File: config.mk
export PLATFORM = sky130hd
export DESIGN_NAME = rotary_encoder_button_decoder_top
export DESIGN_NICKNAME = d
export VERILOG_FILES = /design/src/hw/rtl/rebd_pkg.sv /design/src/hw/rtl/rebd_encoder.sv /design/src/hw/rtl/rebd_button.sv /design/src/hw/rtl/rotary_encoder_button_decoder_top.sv
export SDC_FILE = /design/constraint.sdc
export NUM_CORES = 1
export LEC_CHECK = 0
export ABC_AREA = 1
export BUFFER_PORTS_ARGS = -buffer_cell sky130_fd_sc_hd__buf_4
export CAP_MARGIN = 40
export CORE_MARGIN = 2
export CORE_UTILIZATION = 65
export CTS_CLUSTER_DIAMETER = 80
export DETAILED_ROUTE_END_ITERATION = 6
export PLACE_DENSITY = 0.92
export SLEW_MARGIN = 40
export SYNTH_ARGS = -nofsm -noshare
export SYNTH_HDL_FRONTEND = slang
export SYNTH_HIERARCHICAL = 1
export SYNTH_SLANG_ARGS = --single-unit
File: constraint.sdc
create_clock -name clk -period 6.7 [get_ports clk]
set_input_delay 2.01 -clock clk [delete_from_list [all_inputs] [get_ports clk]]
set_output_delay 2.01 -clock clk [all_outputs]
set_load 0.005 [all_outputs]
File: src/hw/rtl/rebd_pkg.sv
`timescale 1ns / 1ps

package rebd_pkg;

  // millisecond clock width, time differences wrap at this width
  localparam int TIME_W = 32;
  localparam int LONG_W = 16;
  localparam int DEB_W  = 8;
  localparam int POS_W  = 32;
  localparam int CMP_W  = (TIME_W > LONG_W) ? TIME_W : LONG_W;

  localparam int CFG_IDX_W  = 2;
  localparam int CFG_DATA_W = 16;

  typedef logic [TIME_W-1:0] time_t;
  typedef logic [1:0]        op_t;
  typedef logic [1:0]        evt_t;

  localparam op_t OP_SAMPLE = 2'd0;
  localparam op_t OP_LOAD   = 2'd1;
  localparam op_t OP_TAKE   = 2'd2;

  localparam evt_t EVT_NONE  = 2'd0;
  localparam evt_t EVT_SHORT = 2'd1;
  localparam evt_t EVT_LONG  = 2'd2;

  localparam logic [CFG_IDX_W-1:0] CFG_ENC_DEB = 2'd0;
  localparam logic [CFG_IDX_W-1:0] CFG_BTN_DEB = 2'd1;
  localparam logic [CFG_IDX_W-1:0] CFG_LONG    = 2'd2;

  localparam logic [DEB_W-1:0]  ENC_DEB_RST = 8'd2;
  localparam logic [DEB_W-1:0]  BTN_DEB_RST = 8'd20;
  localparam logic [LONG_W-1:0] LONG_RST    = 16'd800;

  // per-beat strobes from the input stage to the state units
  typedef struct packed {
    logic sample;
    logic load;
    logic take;
  } rebd_ctrl_t;

  typedef struct packed {
    evt_t event_code;
    logic level;
  } rebd_btn_stat_t;

endpackage

File: src/hw/rtl/rebd_encoder.sv
`timescale 1ns / 1ps

module rebd_encoder
  import rebd_pkg::*;
(
  input  logic                    clk,
  input  logic                    rst_n,
  input  rebd_ctrl_t              ctrl,
  input  logic                    pin_a,
  input  logic                    pin_b,
  input  logic signed [POS_W-1:0] load_value,
  input  time_t                   now,
  input  logic [DEB_W-1:0]        debounce_ms,
  output logic signed [POS_W-1:0] position_nxt
);

  logic                    last_a_r, last_a_nxt;
  logic                    last_b_r, last_b_nxt;
  time_t                   stamp_r, stamp_nxt;
  logic signed [POS_W-1:0] pos_r;
  time_t                   elapsed;

  assign elapsed = now - stamp_r;

  always_comb begin
    last_a_nxt   = last_a_r;
    last_b_nxt   = last_b_r;
    stamp_nxt    = stamp_r;
    position_nxt = pos_r;
    if (ctrl.sample) begin
      if ((pin_a != last_a_r) || (pin_b != last_b_r)) begin
        if (CMP_W'(elapsed) >= CMP_W'(debounce_ms)) begin
          // count on falling edge of phase a, direction from phase b
          if (last_a_r && !pin_a) begin
            if (pin_b) begin
              position_nxt = pos_r + POS_W'(1);
            end else begin
              position_nxt = pos_r - POS_W'(1);
            end
          end
          last_a_nxt = pin_a;
          last_b_nxt = pin_b;
          stamp_nxt  = now;
        end
      end else begin
        stamp_nxt = now;
      end
    end else if (ctrl.load) begin
      position_nxt = load_value;
    end
  end

  always_ff @(posedge clk) begin
    if (!rst_n) begin
      last_a_r <= 1'b1;
      last_b_r <= 1'b1;
      stamp_r  <= '0;
      pos_r    <= '0;
    end else begin
      last_a_r <= last_a_nxt;
      last_b_r <= last_b_nxt;
      stamp_r  <= stamp_nxt;
      pos_r    <= position_nxt;
    end
  end

endmodule

File: src/hw/rtl/rebd_button.sv
`timescale 1ns / 1ps

module rebd_button
  import rebd_pkg::*;
(
  input  logic              clk,
  input  logic              rst_n,
  input  rebd_ctrl_t        ctrl,
  input  logic              pin_push,
  input  time_t             now,
  input  logic [DEB_W-1:0]  debounce_ms,
  input  logic [LONG_W-1:0] long_press_ms,
  output rebd_btn_stat_t    stat
);

  logic  key_r, key_nxt;
  time_t press_stamp_r, press_stamp_nxt;
  evt_t  pending_r, pending_nxt;
  logic  fired_r, fired_nxt;
  evt_t  evt_pre;
  time_t held;

  assign held = now - press_stamp_r;

  always_comb begin
    key_nxt         = key_r;
    press_stamp_nxt = press_stamp_r;
    evt_pre         = pending_r;
    fired_nxt       = fired_r;
    if (ctrl.sample) begin
      if (pin_push != key_r) begin
        if (CMP_W'(held) > CMP_W'(debounce_ms)) begin
          key_nxt   = pin_push;
          fired_nxt = 1'b0;
          if (!pin_push) begin
            press_stamp_nxt = now;
          end else if (CMP_W'(held) < CMP_W'(long_press_ms)) begin
            evt_pre = EVT_SHORT;
          end
        end
      end else if (!pin_push) begin
        // one long event per press
        if ((CMP_W'(held) >= CMP_W'(long_press_ms)) && !fired_r) begin
          evt_pre   = EVT_LONG;
          fired_nxt = 1'b1;
        end
      end
    end
    pending_nxt = ctrl.take ? EVT_NONE : evt_pre;
  end

  always_ff @(posedge clk) begin
    if (!rst_n) begin
      key_r         <= 1'b1;
      press_stamp_r <= '0;
      pending_r     <= EVT_NONE;
      fired_r       <= 1'b0;
    end else begin
      key_r         <= key_nxt;
      press_stamp_r <= press_stamp_nxt;
      pending_r     <= pending_nxt;
      fired_r       <= fired_nxt;
    end
  end

  assign stat.event_code = evt_pre;
  assign stat.level      = key_nxt;

endmodule

File: src/hw/rtl/rotary_encoder_button_decoder_top.sv
`timescale 1ns / 1ps

// Quadrature knob and push button decoder. Every accepted beat gives exactly one
// result beat. A beat is registered in the input register and is then decoded
// against the held state into the result register, so the block takes one beat
// per clock when out_stall stays low. Sample beats advance the millisecond clock
// by one, so the host is expected to send one per ms. The user must write
// configuration through cfg_we/cfg_index/cfg_wdata only while no beat is in
// flight; the block itself does not enforce this.
module rotary_encoder_button_decoder_top
  import rebd_pkg::*;
(
  input  logic                         clk,
  input  logic                         rst_n,
  input  logic                         in_valid,
  output logic                         in_stall,
  input  logic [1:0]                   in_operation,
  input  logic                         in_pin_a,
  input  logic                         in_pin_b,
  input  logic                         in_pin_push,
  input  logic signed [POS_W-1:0]      in_load_value,
  output logic                         out_valid,
  input  logic                         out_stall,
  output logic signed [POS_W-1:0]      out_position,
  output logic [1:0]                   out_event_code,
  output logic                         out_button_level,
  input  logic                         cfg_we,
  input  logic [CFG_IDX_W-1:0]         cfg_index,
  input  logic [CFG_DATA_W-1:0]        cfg_wdata
);

  logic [DEB_W-1:0]  enc_deb_r;
  logic [DEB_W-1:0]  btn_deb_r;
  logic [LONG_W-1:0] long_r;

  logic                    stg_valid_r;
  op_t                     stg_op_r;
  logic                    stg_a_r;
  logic                    stg_b_r;
  logic                    stg_push_r;
  logic signed [POS_W-1:0] stg_load_r;

  logic                    out_valid_r;
  logic signed [POS_W-1:0] out_pos_r;
  evt_t                    out_evt_r;
  logic                    out_lvl_r;

  time_t                   time_r;
  time_t                   now;
  logic                    out_free;
  logic                    fire;
  rebd_ctrl_t              ctrl;
  logic signed [POS_W-1:0] pos_nxt;
  rebd_btn_stat_t          btn_stat;

  always_ff @(posedge clk) begin
    if (!rst_n) begin
      enc_deb_r <= ENC_DEB_RST;
      btn_deb_r <= BTN_DEB_RST;
      long_r    <= LONG_RST;
    end else if (cfg_we) begin
      case (cfg_index)
        CFG_ENC_DEB: enc_deb_r <= cfg_wdata[DEB_W-1:0];
        CFG_BTN_DEB: btn_deb_r <= cfg_wdata[DEB_W-1:0];
        CFG_LONG:    long_r    <= cfg_wdata[LONG_W-1:0];
        default:     ;
      endcase
    end
  end

  // input stage moves on when the result register is empty or being drained
  assign out_free = !out_valid_r || !out_stall;
  assign fire     = stg_valid_r && out_free;
  assign in_stall = stg_valid_r && !out_free;

  always_ff @(posedge clk) begin
    if (!rst_n) begin
      stg_valid_r <= 1'b0;
    end else if (!in_stall) begin
      stg_valid_r <= in_valid;
    end
  end

  always_ff @(posedge clk) begin
    if (in_valid && !in_stall) begin
      stg_op_r   <= in_operation;
      stg_a_r    <= in_pin_a;
      stg_b_r    <= in_pin_b;
      stg_push_r <= in_pin_push;
      stg_load_r <= in_load_value;
    end
  end

  assign ctrl.sample = fire && (stg_op_r == OP_SAMPLE);
  assign ctrl.load   = fire && (stg_op_r == OP_LOAD);
  assign ctrl.take   = fire && (stg_op_r == OP_TAKE);

  assign now = time_r + TIME_W'(1);

  always_ff @(posedge clk) begin
    if (!rst_n) begin
      time_r <= '0;
    end else if (ctrl.sample) begin
      time_r <= now;
    end
  end

  rebd_encoder u_encoder (
    .clk          (clk),
    .rst_n        (rst_n),
    .ctrl         (ctrl),
    .pin_a        (stg_a_r),
    .pin_b        (stg_b_r),
    .load_value   (stg_load_r),
    .now          (now),
    .debounce_ms  (enc_deb_r),
    .position_nxt (pos_nxt)
  );

  rebd_button u_button (
    .clk           (clk),
    .rst_n         (rst_n),
    .ctrl          (ctrl),
    .pin_push      (stg_push_r),
    .now           (now),
    .debounce_ms   (btn_deb_r),
    .long_press_ms (long_r),
    .stat          (btn_stat)
  );

  always_ff @(posedge clk) begin
    if (!rst_n) begin
      out_valid_r <= 1'b0;
    end else if (out_free) begin
      out_valid_r <= stg_valid_r;
    end
  end

  always_ff @(posedge clk) begin
    if (fire) begin
      out_pos_r <= pos_nxt;
      out_evt_r <= btn_stat.event_code;
      out_lvl_r <= btn_stat.level;
    end
  end

  assign out_valid        = out_valid_r;
  assign out_position     = out_pos_r;
  assign out_event_code   = out_evt_r;
  assign out_button_level = out_lvl_r;

endmodule

* Yosys cells after proc, flatten, opt, wreduce, memory -nomap -nowiden
Cells that the tools add are included.
** Storage, ports and cells
- Register bits :: 240
- Bits in latches :: 0
- RAM bits :: 0
- Memory bits (read-only) :: 0
- Bits of input ports :: 60
- Output and inout port bits :: 37
- Word-level logic and storage cells :: 92
- Memories kept :: 0
** Cells by class
- Add/sub/neg operators :: 5
- Multiply operators :: 0
- Divide/modulo/power cells :: 0
- Magnitude comparators :: 4
- Eq/ne operators :: 10
- Shift operators :: 0
- Muxes and demuxes :: 22
- Bitwise gates (word level) :: 2
- Reduce and logical (&&, ||, !) cells :: 27
** Operators by type and width (count)
- 32-bit two-way mux :: 8
- 32-bit subtractor :: 2
- 32-bit by 1-bit adder with 32-bit output (second input constant) :: 1
- 32-bit by 2-bit adder with 32-bit output (second input constant) :: 1
- 32-bit by 16-bit >= comparator with 1-bit output :: 1
- 32-bit by 8-bit >= comparator with 1-bit output :: 1
- 32-bit by 8-bit > comparator with 1-bit output :: 1
- 32-bit by 16-bit < comparator with 1-bit output :: 1
- 32-bit by 2-bit subtractor with 32-bit output (second input constant) :: 1
- 2-bit two-way mux :: 7
- 1-bit logical AND :: 8
- 2-bit AND reduction :: 4
- 4-bit AND reduction :: 2
- 1-bit two-way mux :: 7
- 1-bit logical NOT :: 6
- 2-bit by 1-bit == test with 1-bit output (second input constant) :: 2
- 2-bit == test (second input constant) :: 2
- 2-bit logical NOT :: 2
- 2-bit inequality test (second input constant) :: 2
- 1-bit inequality test :: 3
- 3-bit AND reduction :: 1
- 1-bit logical OR :: 2
- 2-bit by 1-bit inequality test with 1-bit output (second input constant) :: 1
- 1-bit NOT :: 2
- other kinds (2) :: 2

* Depth between registers and ports, before layout
Gate-level depths: netlist (run 1).
- Depth after elaboration :: 8
- Depth in mapped cells :: 30
- Gate-level depth less buffers :: 29

* By module
The synthesis (run 1) kept the hierarchy.
** Modules (own cells, without submodules)
- rebd_encoder :: times used 1, cells each 1447, area each 8199.1 sq um, seq. area each 1321.3 sq um
- rotary_encoder_button_decoder_top :: times used 1, cells each 608, area each 5587.9 sq um, seq. area each 3483.3 sq um
- rebd_button :: times used 1, cells each 899, area each 4932.2 sq um, seq. area each 720.7 sq um

* Worst setup path after synthesis (run 1)
No wires, ideal clock.
- Kind :: input to output
- From :: in out_stall
- To :: out in_stall
- Data arrival time :: 2224 ps
- Required time :: 4690 ps
- Slack :: 2466 ps
- Stages on the path :: 2
- Buffers on the path :: 0
- Cell sequence :: nand2_1 nor2_1
** Between the ends
- Longest elaborated chain between the ends :: 4
** Ends and longest elaborated chain
- from (decl) :: RTL line rotary_encoder_button_decoder_top.sv:23 : input logic out_stall,
- 1-bit logical NOT :: RTL line rotary_encoder_button_decoder_top.sv:72 : assign out_free = !out_valid_r || !out_stall;
- 1-bit logical OR :: RTL line rotary_encoder_button_decoder_top.sv:72
- 1-bit logical NOT :: RTL line rotary_encoder_button_decoder_top.sv:74 : assign in_stall = stg_valid_r && !out_free;
- 1-bit logical AND :: RTL line rotary_encoder_button_decoder_top.sv:74
- to (decl) :: RTL line rotary_encoder_button_decoder_top.sv:16 : output logic in_stall,
No other way between the ends.

* Worst setup path after layout (run 1)
- From :: reg time_r[2]
- To :: reg out_pos_r[5] (netlist: out_position[5]) (data pin)
** Between the ends
- Longest elaborated chain between the ends :: 6
** Ends and longest elaborated chain
- from (decl) :: RTL line rotary_encoder_button_decoder_top.sv:48 : time_t time_r;
- from (signal assigned) :: RTL line rotary_encoder_button_decoder_top.sv:104 : time_r <= now;
- 32-bit by 1-bit adder with 32-bit output :: RTL line rotary_encoder_button_decoder_top.sv:98 : assign now = time_r + TIME_W'(1);
- net now[5] :: RTL line rotary_encoder_button_decoder_top.sv:49 : time_t now;
- 32-bit subtractor :: RTL line rebd_encoder.sv:23 : assign elapsed = now - stamp_r;
- 32-bit by 8-bit >= comparator with 1-bit output :: RTL line rebd_encoder.sv:32 : if (CMP_W'(elapsed) >= CMP_W'(debounce_ms)) begin
- 32-bit two-way mux :: RTL line rebd_encoder.sv:32
- 32-bit two-way mux :: RTL line rebd_encoder.sv:31 : if ((pin_a != last_a_r) || (pin_b != last_b_r)) begin
- 32-bit two-way mux :: RTL line rebd_encoder.sv:30 : if (ctrl.sample) begin
- net pos_nxt[5] :: RTL line rotary_encoder_button_decoder_top.sv:53 : logic signed [POS_W-1:0] pos_nxt;
- to (signal assigned) :: RTL line rotary_encoder_button_decoder_top.sv:141 : out_pos_r <= pos_nxt;
- to (decl) :: RTL line rotary_encoder_button_decoder_top.sv:44 : logic signed [POS_W-1:0] out_pos_r;
The timed path passes the listed nets, and every way through them passes these cells.
A chain may end at the register's enable or synchronous reset.

==> results of run 1 <==
[worst max-delay path by stage]
stage	to	slack, ns	depth (start not counted)
floorplan	in_stall	2.47	2
global placement	out_position[28]	1.75	26
detailed placement	out_position[26]	1.64	27
CTS	out_position[5]	1.50	26
global route	out_position[5]	0.91	26
finish	out_position[5]	1.38	26
[flip-flops by register name, indices dropped and copies added, names as in the netlist, 8 cells and up]
| signal | cells |
|---|---|
| u_button/press_stamp_r | 32 |
| u_encoder/stamp_r | 32 |
| stg_load_r | 32 |
| btn_deb_r | 8 |
| enc_deb_r | 8 |
| long_r | 16 |
| out_position | 32 |
| time_r | 32 |
| u_encoder/pos_r | 32 |
[synthesized netlist by cell type (3+ instances only)]
cell	n
sky130_fd_sc_hd__nor2_4	7
sky130_fd_sc_hd__inv_2	6
sky130_fd_sc_hd__buf_6	8
sky130_fd_sc_hd__o21ai_1	9
sky130_fd_sc_hd__fa_1	3
sky130_fd_sc_hd__edfxtp_1	72
sky130_fd_sc_hd__nand3_2	4
sky130_fd_sc_hd__xor2_2	3
sky130_fd_sc_hd__clkinv_1	4
sky130_fd_sc_hd__o21bai_1	7
sky130_fd_sc_hd__nor3_1	9
sky130_fd_sc_hd__a21boi_0	8
sky130_fd_sc_hd__nand3b_1	53
sky130_fd_sc_hd__nand2_1	914
sky130_fd_sc_hd__nor2_2	33
sky130_fd_sc_hd__a211oi_1	3
sky130_fd_sc_hd__nor2_1	321
sky130_fd_sc_hd__nor4_1	5
sky130_fd_sc_hd__inv_1	531
sky130_fd_sc_hd__buf_2	17
sky130_fd_sc_hd__xor2_1	40
sky130_fd_sc_hd__dfxtp_1	168
sky130_fd_sc_hd__and2_1	5
sky130_fd_sc_hd__nand2_4	3
sky130_fd_sc_hd__buf_4	4
sky130_fd_sc_hd__o211ai_1	4
sky130_fd_sc_hd__nand4_1	32
sky130_fd_sc_hd__ha_1	127
sky130_fd_sc_hd__xnor2_1	19
sky130_fd_sc_hd__clkbuf_1	29
sky130_fd_sc_hd__o21a_1	3
sky130_fd_sc_hd__a21o_1	10
sky130_fd_sc_hd__nand3_1	157
sky130_fd_sc_hd__buf_1	10
sky130_fd_sc_hd__nand2_2	9
sky130_fd_sc_hd__a21oi_1	202
sky130_fd_sc_hd__o21ai_0	93
[routing by layer]
| layer | global-route usage | vias up | wire [µm] |
|---|---|---|---|
| li1 | - | 9362 | - |
| met2 | 0.576 | 792 | 23800 |
| met1 | 0.444 | 8533 | 22200 |
| met5 | 0 | - | 0 |
| met4 | 0.101 | 0 | 1550 |
| met3 | 0.0375 | 122 | 4050 |
[per-stage QoR]
stage | cell area [µm²] | utilization | power, mW | setup slack (ns) | hold slack, ns
after floorplan | 18700 | - | 2.66 | 2.47 | 0.429
after global placement | 19600 | 0.687 | 2.96 | 1.75 | 0.443
after detailed placement | 19600 | 0.687 | 3.01 | 1.64 | 0.451
after CTS | 20500 | 0.717 | 4.44 | 1.50 | 0.465
after global routing | 20500 | 0.718 | 4.72 | 0.905 | 0.499
final | 20500 | 0.718 | 4.46 | 1.38 | 0.464
[cell type report]
class / count / area (µm²) / share of cell area
inverter: 541 / 2030 / 0.0991
clock buffer: 32 / 704 / 0.0344
clock inverter: 18 / 144 / 0.00702
sequential: 240 / 5530 / 0.270
tap: 384 / 480 / 0.0234
multi-input combinational: 2104 / 10800 / 0.527
timing repair buffer: 106 / 808 / 0.0394
[worst reg2reg max path, delay by kind of cell, from the launching register on]
family / cells / cell delay [ns]
AOI/OAI and AO/OA: 4 / 0.52
buffers and inverters: 2 / 0.32
adders and majority gates: 2 / 0.69
xor gates and xnor gates: 2 / 0.76
and+or+nand+nor: 16 / 2.35
DFF: 1 / 0.41
[power by group through the flow]
stage / clock [mW] / sequential (mW) / combinational [mW]
after floorplan: 0 / 1.62 / 1.04
after global placement: 0 / 1.63 / 1.33
after detailed placement: 0 / 1.63 / 1.38
after CTS: 1.45 / 1.60 / 1.39
after global routing: 1.51 / 1.61 / 1.60
final: 1.44 / 1.60 / 1.42
[layout by cell type, fill, tap and decap left out, types with 32 or more instances in the layout]
cell	instances
sky130_fd_sc_hd__nand3b_1	53
sky130_fd_sc_hd__nor2_2	33
sky130_fd_sc_hd__buf_4	105
sky130_fd_sc_hd__nand4_1	32
sky130_fd_sc_hd__nand2_1	914
sky130_fd_sc_hd__nor2_1	321
sky130_fd_sc_hd__a21oi_1	202
sky130_fd_sc_hd__inv_1	528
sky130_fd_sc_hd__dfxtp_1	168
sky130_fd_sc_hd__o21ai_0	93
sky130_fd_sc_hd__nand3_1	157
sky130_fd_sc_hd__edfxtp_1	72
sky130_fd_sc_hd__ha_1	127
sky130_fd_sc_hd__xor2_1	40
[kinds of logic (layout without fill, tap and decap cells)]
| group | Yosys count | in the layout | synth area share |
|---|---|---|---|
| AO/OA/AOI/OAI | 348 | 348 | 0.0993 |
| XOR/XNOR | 62 | 62 | 0.0302 |
| adder cells (fa/ha/maj) | 130 | 130 | 0.0881 |
| buffers and inverters | 610 | 697 | 0.128 |
| flip-flops | 240 | 240 | 0.295 |
| AND/OR/NAND/NOR | 1564 | 1564 | 0.359 |
==> impl_metrics.toml, run 1 <==
[synth]
synth-seq-cells = 240
synth_ff_type = "sky130_fd_sc_hd__dfxtp_1"
top_cells_by_area_synth = "sky130_fd_sc_hd__nand2_1 18%, sky130_fd_sc_hd__dfxtp_1 18%, sky130_fd_sc_hd__edfxtp_1 12%, sky130_fd_sc_hd__inv_1 11%, sky130_fd_sc_hd__ha_1 8.5%"
postSynthCellCount = 2954
synth_cell_types = 52
netlist_area_um2 = 18700
ys.warnings.count = 6
syn-num-nets = 3144
synth_top_cell_area_share = 0.183
post_synth.cell_area_avg_um2 = 6.34
synth_largest_area_cell = "sky130_fd_sc_hd__nand2_1"
ys_seq_area_frac = 0.295
synth_edf_count = 72
synth_async_sr_flop_share = 0

[pwr]
peakVddDrop_mv = 0.226
powerDensity_nw_per_um2 = 218
total_switching_power_mw = 1.58
share_seq_of_total_power = 0.359
power_leakage_nw = 11.0
netSwitchingFraction = 0.354
clkPwrFrac = 0.323
combinationalPowerShare = 0.318
cellInternalPower_mw = 2.88

[grt]
grt_start_max_net_pins = 78
overflow = 0
vias_in_the_first_global_route = 17764
gr-usage-all-layers = 0.335
first_pass_grt_wire_length_um = 83900
antenna_violations_before_repair = 0

[critical_path]
timing.critical_path.max_delay_family = "simple AND/OR/NAND/NOR gates"
arrival_worst_endpoint_ns = 5.59
worst_setup_path_end_kind = "register"
worstRegToRegCells = 26
crit_slowest_cell = "sky130_fd_sc_hd__xnor2_1"
crit_path_buf_inv_count = 2
cp-start-kind = "register"
rrSetupSlack_ns = 1.38
timing_worst_setup_path_type = "reg2reg"
critPathLaunch = "time_r[2]"
worst_r2r_startpoint = "time_r[2]"
regToRegEndpoint = "out_position[5]"
worst_path_largest_cell_delay_ns = 0.61
critPathRequiredTime_ns = 6.97
timing.critical_path.fanout_max = 33
timing.critical_path.mode_cell = "sky130_fd_sc_hd__nand2_1"

[final_layout]
fin_cells = 3425
layout.filler_cells = 2332
num-nets-final = 3210
synthesis_to_layout_area_growth_pct = 9.46
num_antenna_cells = 0
post_route_cells_drive_above_1_share = 0.0746

[clock_tree]
cts.root.buffer_cell = "sky130_fd_sc_hd__clkbuf_16"
cts_tree = "done"
cts_resized = 0
cts_inserted_buffers = 27
cts.path.max_buffers = 3
clkSlewWorstSetupHoldPaths_ns = 0.07
clk_latency_ns = 0.55
htreeDepth = 1
clock_sinks = 240
cts_setup_buffers = 0
cts_hold_buffers = 0

[worst_hold_path]
hold_path_startpoint = "long_r[5]"
hold_end = "long_r[5]"
holdCritPathClass = "reg2reg"
whs_path_depth = 2

[drt]
avgViaCountPerCell = 5.49
dr.first_iter.drc_count = 1995
route.vias.total = 18809
dr.pass1.iters = 7
detail_route.wl_per_cell_um = 15.1
drt_drc_violations_left = 0
count_of_antenna_violating_nets_left_after_detailed_routing = 0
drt_wl_total_um = 51600

[place]
buffer_ports.inserted = 96
place_congestion = 0.953
dp.cells = 3374
hpwl_after_dpl_um = 38700

[sta]
max_slew_margin = 0.482
worst_tran_pin_value_ns = 0.771
final.period_utilization = 0.794
setup-violations-final = 0
post-route-min-period_ns = 5.32
maxClockFrequency_mhz = 188
slew_viol_final = 0
fin_worst_skew_ns = 0.0166
totalNegativeSetupSlack_ns = 0
timing_hold_violations_final = 0
unrepaired_setup_endpoints_after_global_routing = "false"

[floorplan]
floorplan.core_area_um2 = 28500
fp.dieH_um = 174
row_count = 62
initial_utilization = 0.656
ioPinCount = 97
die_area_um2 = 30200
die_width_um = 174

[run]
maxCapViolations = 0

[status]
status = "finished clean"
No activity file was read; power rests on OpenSTA's default activity.
==> run 2: changes to the inputs <==
--- a/config.mk
+++ b/config.mk
@@ -9,10 +9,10 @@
 export BUFFER_PORTS_ARGS = -buffer_cell sky130_fd_sc_hd__buf_4
 export CAP_MARGIN = 40
 export CORE_MARGIN = 2
-export CORE_UTILIZATION = 65
+export CORE_UTILIZATION = 57
 export CTS_CLUSTER_DIAMETER = 80
 export DETAILED_ROUTE_END_ITERATION = 6
-export PLACE_DENSITY = 0.92
+export PLACE_DENSITY = 0.86
 export SLEW_MARGIN = 40
 export SYNTH_ARGS = -nofsm -noshare
 export SYNTH_HDL_FRONTEND = slang
==> constraint.sdc (replaced) <==
create_clock -name clk -period 4.62 [get_ports clk]
set_input_delay 1.386 -clock clk [delete_from_list [all_inputs] [get_ports clk]]
set_output_delay 1.386 -clock clk [all_outputs]
set_load 0.005 [all_outputs]
==> run 2 against run 1 <==
Hold slack better by 0.0049 ns. Highest routed layer unchanged. Critical endpoint is now out_position[27]. Via count hardly changed. Clock power up 48%. Routed wire length rose by 1.9%. Critical path type unchanged.
==> impl_metrics.toml, run 2 (synthesized netlist as in run 1, its figures left out) <==
[drt]
count_of_antenna_violating_nets_left_after_detailed_routing = 0
avgViaCountPerCell = 5.36
detail_route.wl_per_cell_um = 15.0
drt_drc_violations_left = 0
drt_wl_total_um = 52600
route.vias.total = 18806
dr.first_iter.drc_count = 1794
dr.pass1.iters = 6

[grt]
gr-usage-all-layers = 0.293
antenna_violations_before_repair = 0
grt_start_max_net_pins = 94
overflow = 0
vias_in_the_first_global_route = 17308
first_pass_grt_wire_length_um = 82200

[clock_tree]
cts_tree = "done"
clk_latency_ns = 0.56
clock_sinks = 240
cts_inserted_buffers = 27
clkSlewWorstSetupHoldPaths_ns = 0.06
cts.root.buffer_cell = "sky130_fd_sc_hd__clkbuf_16"
htreeDepth = 1
cts.path.max_buffers = 3

[critical_path]
worst_setup_path_end_kind = "register"
critPathRequiredTime_ns = 4.92
worst_path_largest_cell_delay_ns = 0.40
cp-start-kind = "register"
crit_slowest_cell = "sky130_fd_sc_hd__dfxtp_2"
crit_path_buf_inv_count = 3
timing_worst_setup_path_type = "reg2reg"
arrival_worst_endpoint_ns = 4.71
timing.critical_path.fanout_max = 8
timing.critical_path.max_delay_family = "simple AND/OR/NAND/NOR gates"

[floorplan]
row_count = 66
initial_utilization = 0.577
floorplan.core_area_um2 = 32500
ioPinCount = 97
die_area_um2 = 34300
die_width_um = 185
fp.dieH_um = 185

[status]
status = "finished clean"

[final_layout]
synthesis_to_layout_area_growth_pct = 12.8
num-nets-final = 3238
most-common-layout-cells = "909 x sky130_fd_sc_hd__nand2_1, 527 x sky130_fd_sc_hd__inv_1, 317 x sky130_fd_sc_hd__nor2_1"
num_antenna_cells = 0
final_core_utilization = 0.650
fin_cells = 3511
mostFrequentLayoutCell = "sky130_fd_sc_hd__nand2_1"
post_route_cells_drive_above_1_share = 0.0948

[sta]
slew_viol_final = 0
maxClockFrequency_mhz = 227
worst_setup_slack_after_layout_ns = 0.214
timing_hold_violations_final = 0
post-route-min-period_ns = 4.41
max_slew_margin = 0.508
setup-violations-final = 0
whs_ns = 0.469
worst_tran_pin_value_ns = 0.737
totalNegativeSetupSlack_ns = 0
final.period_utilization = 0.954
fin_worst_skew_ns = 0.0100

[worst_hold_path]
holdCritPathClass = "reg2reg"

[place]
buffer_ports.inserted = 96
place_congestion = 0.992
hpwl_after_dpl_um = 39300
preCtsSetupSlack_ns = 0.159
dp.cells = 3452

[pwr]
powerDensity_nw_per_um2 = 311
peakVddDrop_mv = 0.317
power_leakage_nw = 11.2
netSwitchingFraction = 0.351
cellInternalPower_mw = 4.26
clkPwrFrac = 0.324
combinationalPowerShare = 0.322
share_seq_of_total_power = 0.354
total_switching_power_mw = 2.30

[run]
maxCapViolations = 0
run 2: final cells by class:
| type | count | area [µm²] |
|---|---|---|
| fill | 2839 | 11300 |
| multi-input combinational | 2105 | 11000 |
| sequential | 240 | 5530 |
| inverter | 541 | 2030 |
| timing repair buffer | 133 | 1110 |
| clock buffer | 40 | 785 |
| tap | 442 | 553 |
| clock inverter | 10 | 93.8 |
run 2: power groups by stage:
stage               clock [mW]  sequential (mW)  combinational (mW)
floorplan                    0             2.35                1.51
global placement             0             2.36                1.97
detailed placement           0             2.36                2.02
CTS                       2.15             2.32                2.03
global route              2.24             2.33                2.38
finish                    2.13             2.32                2.11
run 2: metal layers:
metal | track usage | vias up | routed length, µm
li1 | - | 9423 | -
met1 | 0.398 | 8672 | 24000
met4 | 0.0883 | 0 | 1270
met2 | 0.489 | 627 | 24200
met5 | 0 | - | 0
met3 | 0.0352 | 84 | 3180
run 2: worst register-to-register path, delay by kind of cell (launching register included):
kind | cells | cell delay [ns]
buffers and inverters | 3 | 0.39
DFF | 1 | 0.40
and+or+nand+nor | 16 | 1.78
adders and majority gates | 3 | 0.73
xor gates and xnor gates | 2 | 0.29
AOI/OAI and AO/OA | 4 | 0.58
run 2: final timing paths:
path                                 from                to  slack [ns]  cells past startpoint
worst min-delay path            long_r[5]         long_r[5]        0.47                      2
worst max register to register  time_r[0]  out_position[27]        0.21                     28
worst max-delay path            time_r[0]  out_position[27]        0.21                     28
worst min register to register  long_r[5]         long_r[5]        0.47                      2
run 2: metrics by stage:
stage	power [mW]	cell area [µm²]
final	6.57	21100
after global routing	6.95	21100
after CTS	6.50	20800
after detailed placement	4.38	19900
after global placement	4.33	19900
after floorplan	3.86	18700
run 2: timing repair:
action / CTS / global route
resized for setup: 0 / 45
endpoints found under the setup margin: 0 / 135
hold buffers: 0 / 0
buffers inserted: 0 / 4
==> run 3: changes to the inputs <==
--- a/config.mk
+++ b/config.mk
@@ -6,7 +6,7 @@
 export NUM_CORES = 1
 export LEC_CHECK = 0
 export ABC_AREA = 1
-export BUFFER_PORTS_ARGS = -buffer_cell sky130_fd_sc_hd__buf_4
+export BUFFER_PORTS_ARGS = -buffer_cell sky130_fd_sc_hd__buf_2
 export CAP_MARGIN = 40
 export CORE_MARGIN = 2
 export CORE_UTILIZATION = 57
==> run 3 against run 2 <==
Via count grew 0.77%. Total power grew 1.1%. Fmax is essentially flat. Sequential cell count is the same. Die area is the same. Register-to-register slack is essentially flat.
==> impl_metrics.toml, run 3 (synthesized netlist as in run 1, its figures left out) <==
[critical_path]
worstRegToRegCells = 27
critPathRequiredTime_ns = 4.93
worst_setup_path_end_kind = "register"
worst_r2r_startpoint = "time_r[0]"
timing_worst_setup_path_type = "reg2reg"
arrival_worst_endpoint_ns = 4.71
regToRegEndpoint = "out_position[16]"
timing.critical_path.fanout_max = 8
rrSetupSlack_ns = 0.21
cp-start-kind = "register"
critPathLaunch = "time_r[0]"

[pwr]
cellInternalPower_mw = 4.28
total_switching_power_mw = 2.36
netSwitchingFraction = 0.356
share_seq_of_total_power = 0.350
powerDensity_nw_per_um2 = 318
peakVddDrop_mv = 0.294
combinationalPowerShare = 0.314
power_leakage_nw = 11.2
clkPwrFrac = 0.336
power_mw = 6.64

[place]
hpwl_after_dpl_um = 39500
buffer_ports.inserted = 96
dp.cells = 3452
place_congestion = 0.979

[clock_tree]
cts_hold_buffers = 0
clk_latency_ns = 0.57
cts.root.buffer_cell = "sky130_fd_sc_hd__clkbuf_16"
cts.path.max_buffers = 3
cts_inserted_buffers = 29
htreeDepth = 1
clkSlewWorstSetupHoldPaths_ns = 0.06
clock_sinks = 240
cts_tree = "done"

[floorplan]
fp.dieH_um = 185
ioPinCount = 97
row_count = 66
die_area_um2 = 34300
initial_utilization = 0.577
die_width_um = 185
floorplan.core_area_um2 = 32500

[drt]
count_of_antenna_violating_nets_left_after_detailed_routing = 0
wirelength_met1_um = 23000
highest_layer = "met4"
length_of_routed_met2_wiring_um = 24200
avgViaCountPerCell = 5.40
detail_route.wl_per_cell_um = 14.9
dr.first_iter.drc_count = 1665
route.vias.total = 18950
wl_met3_um = 3860
dr.pass1.iters = 6
drt_wl_total_um = 52400
drt_drc_violations_left = 0

[sta]
setup-violations-final = 0
timing_hold_violations_final = 0
fin_worst_skew_ns = 0.0222
slew_viol_final = 0
max_slew_margin = 0.404
totalNegativeSetupSlack_ns = 0
final.period_utilization = 0.954
maxClockFrequency_mhz = 227
worst_tran_pin_value_ns = 0.893
post-route-min-period_ns = 4.41

[final_layout]
post_route_cells_drive_above_1_share = 0.0922
num_antenna_cells = 0
synthesis_to_layout_area_growth_pct = 11.6
fin_cells = 3512
multi_input_area_um2 = 11000
num-nets-final = 3237
mostFrequentLayoutCell = "sky130_fd_sc_hd__nand2_1"
final_core_utilization = 0.643
area.sequential_um2 = 5540
most-common-layout-cells = "911 x sky130_fd_sc_hd__nand2_1, 528 x sky130_fd_sc_hd__inv_1, 318 x sky130_fd_sc_hd__nor2_1"
layout.filler_cells = 2898

[worst_hold_path]
hold_path_startpoint = "long_r[5]"
whs_path_depth = 2
hold_end = "long_r[5]"
holdCritPathClass = "reg2reg"

[run]
maxCapViolations = 0

[status]
status = "finished clean"

[grt]
vias_in_the_first_global_route = 17633
gr-usage-all-layers = 0.295
antenna_violations_before_repair = 0
grt_start_max_net_pins = 92
overflow = 0
first_pass_grt_wire_length_um = 83200
run 3: changes by cell type in the layout (fill, tap and decap cells not counted), sizes merged:
cell,delta
bufinv,+1
clkbuf,-9
nand3,-1
clkinvlp,+1
inv,+1
buf,-1
clkinv,+9
run 3: routing by layer:
| layer | vias up | GRT usage |
|---|---|---|
| li1 | 9426 | - |
| met1 | 8696 | 0.399 |
| met2 | 718 | 0.493 |
| met3 | 110 | 0.0378 |
| met4 | 0 | 0.0806 |
| met5 | - | 0 |
run 3: layout make-up:
| cell class | count | share of cell area |
|---|---|---|
| repair buffers | 131 | 0.0408 |
| multi-input cells | 2104 | 0.526 |
| clock inverters | 22 | 0.00941 |
| flip-flops and latches | 240 | 0.265 |
| well taps | 442 | 0.0265 |
| clock buffers | 32 | 0.0353 |
| inverters | 541 | 0.0973 |
run 3: critical path: stages (launching register included):
cell and delay, ns:
sky130_fd_sc_hd__dfxtp_4 0.39, sky130_fd_sc_hd__ha_4 0.16, sky130_fd_sc_hd__nand2_1 0.09, sky130_fd_sc_hd__nor2_4 0.21, sky130_fd_sc_hd__buf_4 0.17, sky130_fd_sc_hd__xor2_4 0.20
sky130_fd_sc_hd__ha_4 0.24, sky130_fd_sc_hd__nand2_1 0.10, sky130_fd_sc_hd__clkinv_1 0.10, sky130_fd_sc_hd__a21oi_1 0.18, sky130_fd_sc_hd__nand2_2 0.11, sky130_fd_sc_hd__xor2_1 0.17
sky130_fd_sc_hd__ha_1 0.27, sky130_fd_sc_hd__nand2_1 0.08, sky130_fd_sc_hd__o21ai_0 0.09, sky130_fd_sc_hd__a21oi_1 0.21, sky130_fd_sc_hd__nand3_1 0.14, sky130_fd_sc_hd__nor2_1 0.11
sky130_fd_sc_hd__nand2_1 0.05, sky130_fd_sc_hd__nor2_1 0.11, sky130_fd_sc_hd__nand3_1 0.09, sky130_fd_sc_hd__nor2_2 0.15, sky130_fd_sc_hd__nand3_4 0.15, sky130_fd_sc_hd__nand2_8 0.13
sky130_fd_sc_hd__clkbuf_16 0.19, sky130_fd_sc_hd__nand2_1 0.05, sky130_fd_sc_hd__nand3_1 0.10, sky130_fd_sc_hd__nand2_1 0.08
run 3: power groups by stage:
stage	Combinational, mW	Clock, mW	Sequential [mW]
5_1_grt	2.36	2.35	2.33
6_report	2.09	2.23	2.32
4_1_cts	2.02	2.25	2.32
3_5_place_dp	2.00	0	2.36
3_3_place_gp	1.95	0	2.36
2_1_floorplan	1.51	0	2.35
run 3: how the worst max path moves through the flow:
| stage | to |
|---|---|
| 5_1_grt | out_event_code[1] |
| 3_5_place_dp | out_event_code[1] |
| 3_3_place_gp | out_event_code[1] |
| 4_1_cts | out_event_code[1] |
| 2_1_floorplan | out_position[22] |
| 6_report | out_position[16] |
run 3: repair_timing:
item | 4_1_cts | 5_1_grt
endpoints found under the setup margin | 0 | 129
resized for setup | 0 | 39
endpoints found under the hold margin | 0 | 0
setup buffers | 0 | 2
run 3: metrics by stage:
step / setup WS, ns / hold WS (ns) / area (µm²)
global placement: 0.274 / 0.445 / 19700
global route: -0.0703 / 0.504 / 20900
floorplan: 0.764 / 0.429 / 18700
detailed placement: 0.190 / 0.455 / 19700
CTS: 0.136 / 0.472 / 20600
finish: 0.212 / 0.468 / 20900
